[src/rtl/core/ckt_pkg.sv]
// Shared types and codes for the compacting key table.
// Depends on nothing; imported by ckt_entry_ram and compacting_key_table.
`default_nettype none

package ckt_pkg;

   // Default table depth
   localparam int CAPACITY_DEF = 8;

   // Field widths fixed by the item formats
   localparam int KEY_W = 32;
   localparam int PAY_W = 32;
   localparam int POS_W = 8;

   // Operation codes
   localparam logic [1:0] MODE_INSERT = 2'd0;
   localparam logic [1:0] MODE_REMOVE = 2'd1;
   localparam logic [1:0] MODE_SEARCH = 2'd2;
   localparam logic [1:0] MODE_LIST   = 2'd3;

   // Status codes
   localparam logic [1:0] STATUS_OK        = 2'd0;
   localparam logic [1:0] STATUS_FULL      = 2'd1;
   localparam logic [1:0] STATUS_NOT_FOUND = 2'd2;
   localparam logic [1:0] STATUS_EMPTY     = 2'd3;

   typedef struct packed {
      logic [1:0]              mode;
      logic signed [KEY_W-1:0] key;
      logic [PAY_W-1:0]        payload;
   } req_type;

   typedef struct packed {
      logic [1:0]              status;
      logic [POS_W-1:0]        position;
      logic signed [KEY_W-1:0] found_key;
      logic [PAY_W-1:0]        found_payload;
      logic                    last;
   } rsp_type;

   // One stored table entry
   typedef struct packed {
      logic signed [KEY_W-1:0] key;
      logic [PAY_W-1:0]        payload;
   } entry_type;

endpackage : ckt_pkg

`default_nettype wire

[src/rtl/core/compacting_key_table.sv]
// Compacting key table: an ordered table of key/payload entries held in one
// synchronous RAM with registered read data. Insert appends an entry at the
// end. Search walks the table from position 0 and reports the first match,
// or not-found when the key is absent. Remove does the same search, then
// moves every later entry down one slot. List forms one item per cycle; each
// item reaches the ports the cycle after it is formed. The single RAM read
// port walks the table one entry per cycle. busy is high while a search,
// remove or list walks the table; an insert never raises it; results appear
// on rsp_item for exactly one cycle under rsp_valid, and the receiver must
// take them then, as the block cannot be stalled.
`default_nettype none

module compacting_key_table
   import ckt_pkg::*;
#(
   parameter int CAPACITY = CAPACITY_DEF
) (
   input  wire logic    clock,
   input  wire logic    reset,
   input  wire logic    start,
   input  wire req_type req_item,
   output logic         busy,
   output logic         rsp_valid,
   output rsp_type      rsp_item
);

   localparam int IW = (CAPACITY > 1) ? $clog2(CAPACITY) : 1;
   localparam int CW = $clog2(CAPACITY + 1);

   typedef enum logic [1:0] {
      S_IDLE,
      S_SCAN,
      S_SHIFT,
      S_LIST
   } state_type;

   state_type        state_ff;
   logic [CW-1:0]    count_ff;
   logic [IW-1:0]    ptr_ff;
   logic [1:0]       mode_ff;
   logic [KEY_W-1:0] key_ff;
   logic             rsp_valid_ff;
   rsp_type          rsp_ff;

   logic             wr_en;
   logic [IW-1:0]    wr_addr;
   entry_type        wr_data;
   logic [IW-1:0]    rd_addr;
   entry_type        rd_data;

   logic             accept;
   logic             full;
   logic             at_end;
   logic [IW-1:0]    ptr_next;

   ckt_entry_ram #(
      .DEPTH (CAPACITY),
      .AW    (IW)
   ) u_ram (
      .clock   (clock),
      .wr_en   (wr_en),
      .wr_addr (wr_addr),
      .wr_data (wr_data),
      .rd_addr (rd_addr),
      .rd_data (rd_data)
   );

   assign accept   = start && (state_ff == S_IDLE);
   assign full     = (count_ff == CW'(CAPACITY));
   assign ptr_next = ptr_ff + IW'(1);
   // Entry at ptr is the last one in the table
   assign at_end   = ((CW'(ptr_ff) + CW'(1)) == count_ff);

   // Read entry 0 while idle, otherwise fetch one ahead of the pointer
   assign rd_addr = (state_ff == S_IDLE) ? '0 : ptr_next;

   // Append on insert, move entries down one slot while shifting
   always_comb begin
      wr_en   = 1'b0;
      wr_addr = IW'(count_ff);
      wr_data.key     = req_item.key;
      wr_data.payload = req_item.payload;
      if (state_ff == S_SHIFT) begin
         wr_en   = 1'b1;
         wr_addr = ptr_ff - IW'(1);
         wr_data = rd_data;
      end else if (accept && (req_item.mode == MODE_INSERT) && !full) begin
         wr_en = 1'b1;
      end
   end

   // Sequencer: state, count, pointer and the registered result
   always_ff @(posedge clock) begin
      if (reset) begin
         state_ff     <= S_IDLE;
         count_ff     <= '0;
         rsp_valid_ff <= 1'b0;
      end else begin
         rsp_valid_ff <= 1'b0;
         case (state_ff)
            S_IDLE: begin
               if (start) begin
                  mode_ff <= req_item.mode;
                  key_ff  <= req_item.key;
                  ptr_ff  <= '0;
                  rsp_ff  <= '0;
                  rsp_ff.last <= 1'b1;
                  case (req_item.mode)
                     MODE_INSERT: begin
                        rsp_valid_ff <= 1'b1;
                        if (full) begin
                           rsp_ff.status <= STATUS_FULL;
                        end else begin
                           rsp_ff.status        <= STATUS_OK;
                           rsp_ff.position      <= POS_W'(count_ff);
                           rsp_ff.found_key     <= req_item.key;
                           rsp_ff.found_payload <= req_item.payload;
                           count_ff             <= count_ff + CW'(1);
                        end
                     end
                     MODE_REMOVE, MODE_SEARCH: begin
                        if (count_ff == '0) begin
                           rsp_valid_ff  <= 1'b1;
                           rsp_ff.status <= STATUS_NOT_FOUND;
                        end else begin
                           state_ff <= S_SCAN;
                        end
                     end
                     default: begin
                        if (count_ff == '0) begin
                           rsp_valid_ff  <= 1'b1;
                           rsp_ff.status <= STATUS_EMPTY;
                        end else begin
                           state_ff <= S_LIST;
                        end
                     end
                  endcase
               end
            end

            S_SCAN: begin
               if (rd_data.key == key_ff) begin
                  // First match: report it, then compact on remove
                  rsp_valid_ff         <= 1'b1;
                  rsp_ff.status        <= STATUS_OK;
                  rsp_ff.position      <= POS_W'(ptr_ff);
                  rsp_ff.found_key     <= rd_data.key;
                  rsp_ff.found_payload <= rd_data.payload;
                  rsp_ff.last          <= 1'b1;
                  if (mode_ff == MODE_REMOVE) begin
                     if (at_end) begin
                        count_ff <= count_ff - CW'(1);
                        state_ff <= S_IDLE;
                     end else begin
                        ptr_ff   <= ptr_next;
                        state_ff <= S_SHIFT;
                     end
                  end else begin
                     state_ff <= S_IDLE;
                  end
               end else if (at_end) begin
                  rsp_valid_ff  <= 1'b1;
                  rsp_ff        <= '0;
                  rsp_ff.status <= STATUS_NOT_FOUND;
                  rsp_ff.last   <= 1'b1;
                  state_ff      <= S_IDLE;
               end else begin
                  ptr_ff <= ptr_next;
               end
            end

            S_SHIFT: begin
               // Entry at ptr is written one slot down this cycle
               if (at_end) begin
                  count_ff <= count_ff - CW'(1);
                  state_ff <= S_IDLE;
               end else begin
                  ptr_ff <= ptr_next;
               end
            end

            S_LIST: begin
               rsp_valid_ff         <= 1'b1;
               rsp_ff.status        <= STATUS_OK;
               rsp_ff.position      <= POS_W'(ptr_ff);
               rsp_ff.found_key     <= rd_data.key;
               rsp_ff.found_payload <= rd_data.payload;
               rsp_ff.last          <= at_end;
               if (at_end) begin
                  state_ff <= S_IDLE;
               end else begin
                  ptr_ff <= ptr_next;
               end
            end

            default: begin
               state_ff <= S_IDLE;
            end
         endcase
      end
   end

   assign busy      = (state_ff != S_IDLE);
   assign rsp_valid = rsp_valid_ff;
   assign rsp_item  = rsp_ff;

endmodule : compacting_key_table

`default_nettype wire

[src/rtl/core/ckt_entry_ram.sv]
// Entry storage: one write port, one read port with registered read data.
// Depends on ckt_pkg for the entry type.
`default_nettype none

module ckt_entry_ram
   import ckt_pkg::*;
#(
   parameter int DEPTH = CAPACITY_DEF,
   parameter int AW    = (DEPTH > 1) ? $clog2(DEPTH) : 1
) (
   input  wire logic          clock,
   input  wire logic          wr_en,
   input  wire logic [AW-1:0] wr_addr,
   input  wire entry_type     wr_data,
   input  wire logic [AW-1:0] rd_addr,
   output entry_type          rd_data
);

   entry_type mem [DEPTH];
   entry_type rd_data_ff;

   // Write one entry per cycle
   always_ff @(posedge clock) begin
      if (wr_en) begin
         mem[wr_addr] <= wr_data;
      end
   end

   // Register the read data
   always_ff @(posedge clock) begin
      rd_data_ff <= mem[rd_addr];
   end

   assign rd_data = rd_data_ff;

endmodule : ckt_entry_ram

`default_nettype wire
[config.mk]
export PLATFORM = sky130hd
export DESIGN_NAME = compacting_key_table
export DESIGN_NICKNAME = d
export VERILOG_FILES = /design/src/rtl/core/ckt_pkg.sv /design/src/rtl/core/compacting_key_table.sv /design/src/rtl/core/ckt_entry_ram.sv
export SDC_FILE = /design/constraint.sdc
export NUM_CORES = 1
export LEC_CHECK = 0
export BUFFER_PORTS_ARGS = -buffer_cell sky130_fd_sc_hd__buf_2
export CAP_MARGIN = 30
export CORE_MARGIN = 2
export CORE_UTILIZATION = 65
export CTS_CLUSTER_DIAMETER = 150
export DETAILED_ROUTE_END_ITERATION = 10
export HOLD_SLACK_MARGIN = 0.05
export PLACE_DENSITY_LB_ADDON = 0.15
export RECOVER_POWER = 100
export SYNTH_ARGS = -nofsm -noshare
export SYNTH_HDL_FRONTEND = slang
export SYNTH_SLANG_ARGS = --single-unit
[constraint.sdc]
create_clock -name clock -period 13.6 [get_ports clock]
set_input_delay 2.72 -clock clock [delete_from_list [all_inputs] [get_ports clock]]
set_output_delay 2.72 -clock clock [all_outputs]
set_load 0.1 [all_outputs]
==> summary.md <==
| Metric | Value |
|---|---|
| DR WL/cell | 23.26 um |
| Max Clk Rate | 117.3 MHz |
| Tot GR Track Use | 26.08% |
| Vias | 14590 |
| Status | finished, violations left |
| Initial antenna violation count | 0 |
| Violated checks | capacitance limit, slew limit |
| Clk_lat worst skew | 0.58 ns |
| Slowest CP cell | clkbuf_1 |
| Vias per inst | 6.244 |
| Row count | 74 |
| Syn Area/Cell | 16.51 um2 |
| WP buf/inv | 3 |
| WL final | 54340 um |
| Lkg Pwr | about 0.01 uW |
| Total of max-cap violations | 21 |
| Hold WC Path Type | flop to flop |
| CTS tree | built |
| Die width | approximately 210 um |
| CTS Buf Count | 69 |
| Routability Congestion | slightly above 0.8 |
| Die Y-Extent | between 200 and 250 um |
| Power Density | about 210 mW/mm2 |
| Final Hold Viols | 0 |
| Normalized max-slew margin | -180.3% |
| Max VDD drop | 142.2 uV |
| Synth Instances | 1614 |
| EDFF count, synth | just over 600 |
| Mapped Area | approximately 0.027 mm2 |
| Most frequent CP cell | clkbuf_1 |
| ANT cells | 0 |
| Top_reg_cell synth | edfxtp_1 |
| Initial DRC Count | 1418 |
| P&R area growth vs syn | 11.88% |
| Root Buffer | clkbuf_16 |
| Vias in the first global route | approximately 15000 |
| Seq cells post-synth | 691 |
| Antenna Violating Nets Remaining | 0 |
| CP delay by family, top | buffers and inverters |
| Die area | 0.04263 mm2 |
| CP arrival | around 9.0 ns |
| Grt ovf | 0 |
| Slew Viols, Final | 902 |
| Cell Chain, Critical Path | clkbuf_1 -> clkbuf_1 -> nor2_4 -> nand2_1 -> clkbuf_1 -> o21ai_0 -> o21ai_0 |
| Largest net degree at the start of global routing | 130 |
| DP Wirelength | 29690 um |
| Register area share after synthesis | 75.20% |
| Final setup violation count | 0 |
| CTS Sinks | 691 |
| Number of I/O port buffers | 141 |
| Drt pass-1 iters | 5 |
| Post-CTS Setup Repair Bufs | 0 |
| FFs w/ async S/R, synth | 0% |
| Setup TNS | 0 ns |
| I/O Pins | 146 |
| Layout Nets | 1833 |
| Fraction of layout cells with a size suffix above 1 | 11.03% |
| Clk buf depth | 3 |
| Crit-path max FO | between 70 and 80 |
| Worst EP required | between 10 and 15 ns |
| Post_cts resized | 0 |
| Setup repair after global routing missed its margin | false |
| Slowest Stage Delay on Critical Path | around 2.6 ns |
| First-pass GRT wire length | a little over 80000 um |
| Worst slew pin tran | 4.204 ns |
| CP Capture Type | flop |
| Worst-path clk slew | roughly 0.060 ns |
| Setup crit start kind | flop |
| Clock skew | around 0.016 ns |
| Final period util | 62.68% |
| Fin crit period | 8.525 ns |
| Yosys warns | 0 |
| Crit Path Category | flop to flop |
| Hold_buf cts | 0 |
| DRC violations left | 0 |
| Starting Density | 65.56% |
| Core area | about 0.041 mm2 |
| Design Power | 6393 uW |
| H-tree depth | 3 |
| Synth cell types | between 50 and 60 |
[synthesized netlist by cell type, drive strengths merged, types with 3 or more instances]
master    n  area [um2]
xnor2    37       342.8
mux4     64        1441
nand2   205       772.0
a21o      6       52.55
mux2     66       743.2
edfxtp  620       18620
a22o     67       586.8
a21oi    11       55.05
nor2     28       107.6
inv      10       37.54
nor4      4       43.80
clkbuf   31       116.4
o21ai   132       664.4
and2      3       21.27
a31oi    65       406.6
ha       10       125.1
nand3     5       25.02
dfxtp    71        1421
nor3     72       360.4
nand4    10       62.56
buf      69       412.9
[worst register-to-register path: stages, from the launching register on]
cell	delay [ns]
edfxtp_1	0.35
clkbuf_1	2.14
clkbuf_1	2.64
nor2_4	-0.10
nand2_1	1.08
clkbuf_1	1.54
o21ai_0	0.40
o21ai_0	0.36
[logic make-up after synthesis]
logic type               count (synthesis)  synth area share (%)
adder cells (fa/ha/maj)                 11                0.5446
AND/OR/NAND/NOR                        338                 5.536
other                                    1               0.01407
multiplexers                           131                 8.235
XOR/XNOR                                39                 1.352
AO/OA/AOI/OAI                          293                 6.996
flip-flops                             691                 75.20
buffers and inverters                  110                 2.127
[state kept, by name, indices dropped and copies added (netlist names)]
signal	cells
u_ram.rd_data	64
mode_ff	2
key_ff	32
u_ram.mem	512
rsp_valid	1
ptr_ff	3
state_ff	2
count_ff	4
rsp_item	71
[final timing paths]
kind              cells past startpoint   startpoint                end  slack, ns
setup reg to reg                      7    ptr_ff[0]  u_ram.rd_data[17]       5.08
hold / removal                        2  state_ff[0]        state_ff[0]       0.54
setup / recovery                      7    ptr_ff[0]  u_ram.rd_data[17]       5.08
hold reg to reg                       2  state_ff[0]        state_ff[0]       0.54
[area by class of cell]
cell class                      instances  area, um2
Timing Repair Buffer                  165      691.9
Tap cell                              532      665.6
Sequential cell                       691      20040
Fill cell                            2494      10830
Clock buffer                           92       1938
Multi-Input combinational cell        816       6122
Inverter                               10      37.54
Clock inverter                         30      321.6
[per-layer routing]
layer / global-route usage, % / part of all wire [%] / wire [um]
met1: 37.18 / 42 / 23040
met2: 41.97 / 49 / 26700
met3: 4.163 / 6.3 / 3401
met4: 8.444 / 2.2 / 1188
met5: 0 / 0 / 0
[stage by stage]
step / hold slack (ns) / setup WS, ns / cells / area (um2) / utilization, %
after detailed placement: 0.5270 / 7.921 / 2210 / 27800 / 68.40
after CTS: 0.5416 / 8.514 / 2332 / 30060 / 73.96
after global routing: 0.5601 / 4.527 / 2336 / 29820 / 73.35
after floorplan: 0.4986 / 4.607 / 1617 / 26660 / -
after global placement: 0.5142 / 7.941 / 2209 / 27770 / 68.33
final: 0.5436 / 5.075 / 2336 / 29820 / 73.35
[power breakdown]
part           switching (uW)  leakage [uW]  internal, uW
combinational            1200       0.00241           444
clock                     754       0.00110          1130
sequential                143       0.00624          2720
[cell usage in the layout (no fill, tap or decap), drive strengths merged, types with 2 or more instances in the layout]
| cell type | netlist | final |
|---|---|---|
| edfxtp | 620 | 620 |
| clkbuf | 31 | 238 |
| nand2 | 205 | 205 |
| o21ai | 132 | 132 |
| nor3 | 72 | 72 |
| dfxtp | 71 | 71 |
| a22o | 67 | 67 |
| mux2 | 66 | 66 |
| a31oi | 65 | 65 |
| mux4 | 64 | 64 |
| xnor2 | 37 | 37 |
| nor2 | 28 | 28 |
| clkinv | 0 | 20 |
| buf | 69 | 19 |
| a21oi | 11 | 11 |
| nand4 | 10 | 10 |
| inv | 10 | 10 |
| ha | 10 | 10 |
| bufinv | 0 | 7 |
| a21o | 6 | 6 |
| nand3 | 5 | 5 |
| conb | 1 | 4 |
| nor4 | 4 | 4 |
| clkinvlp | 0 | 3 |
| and2 | 3 | 3 |
| and3 | 2 | 2 |
| o31ai | 2 | 2 |
| a21boi | 2 | 2 |
| o21a | 2 | 2 |
| xor2 | 2 | 2 |
| or2 | 2 | 2 |
| a211oi | 2 | 2 |
Power figures use the tool's default switching activity.
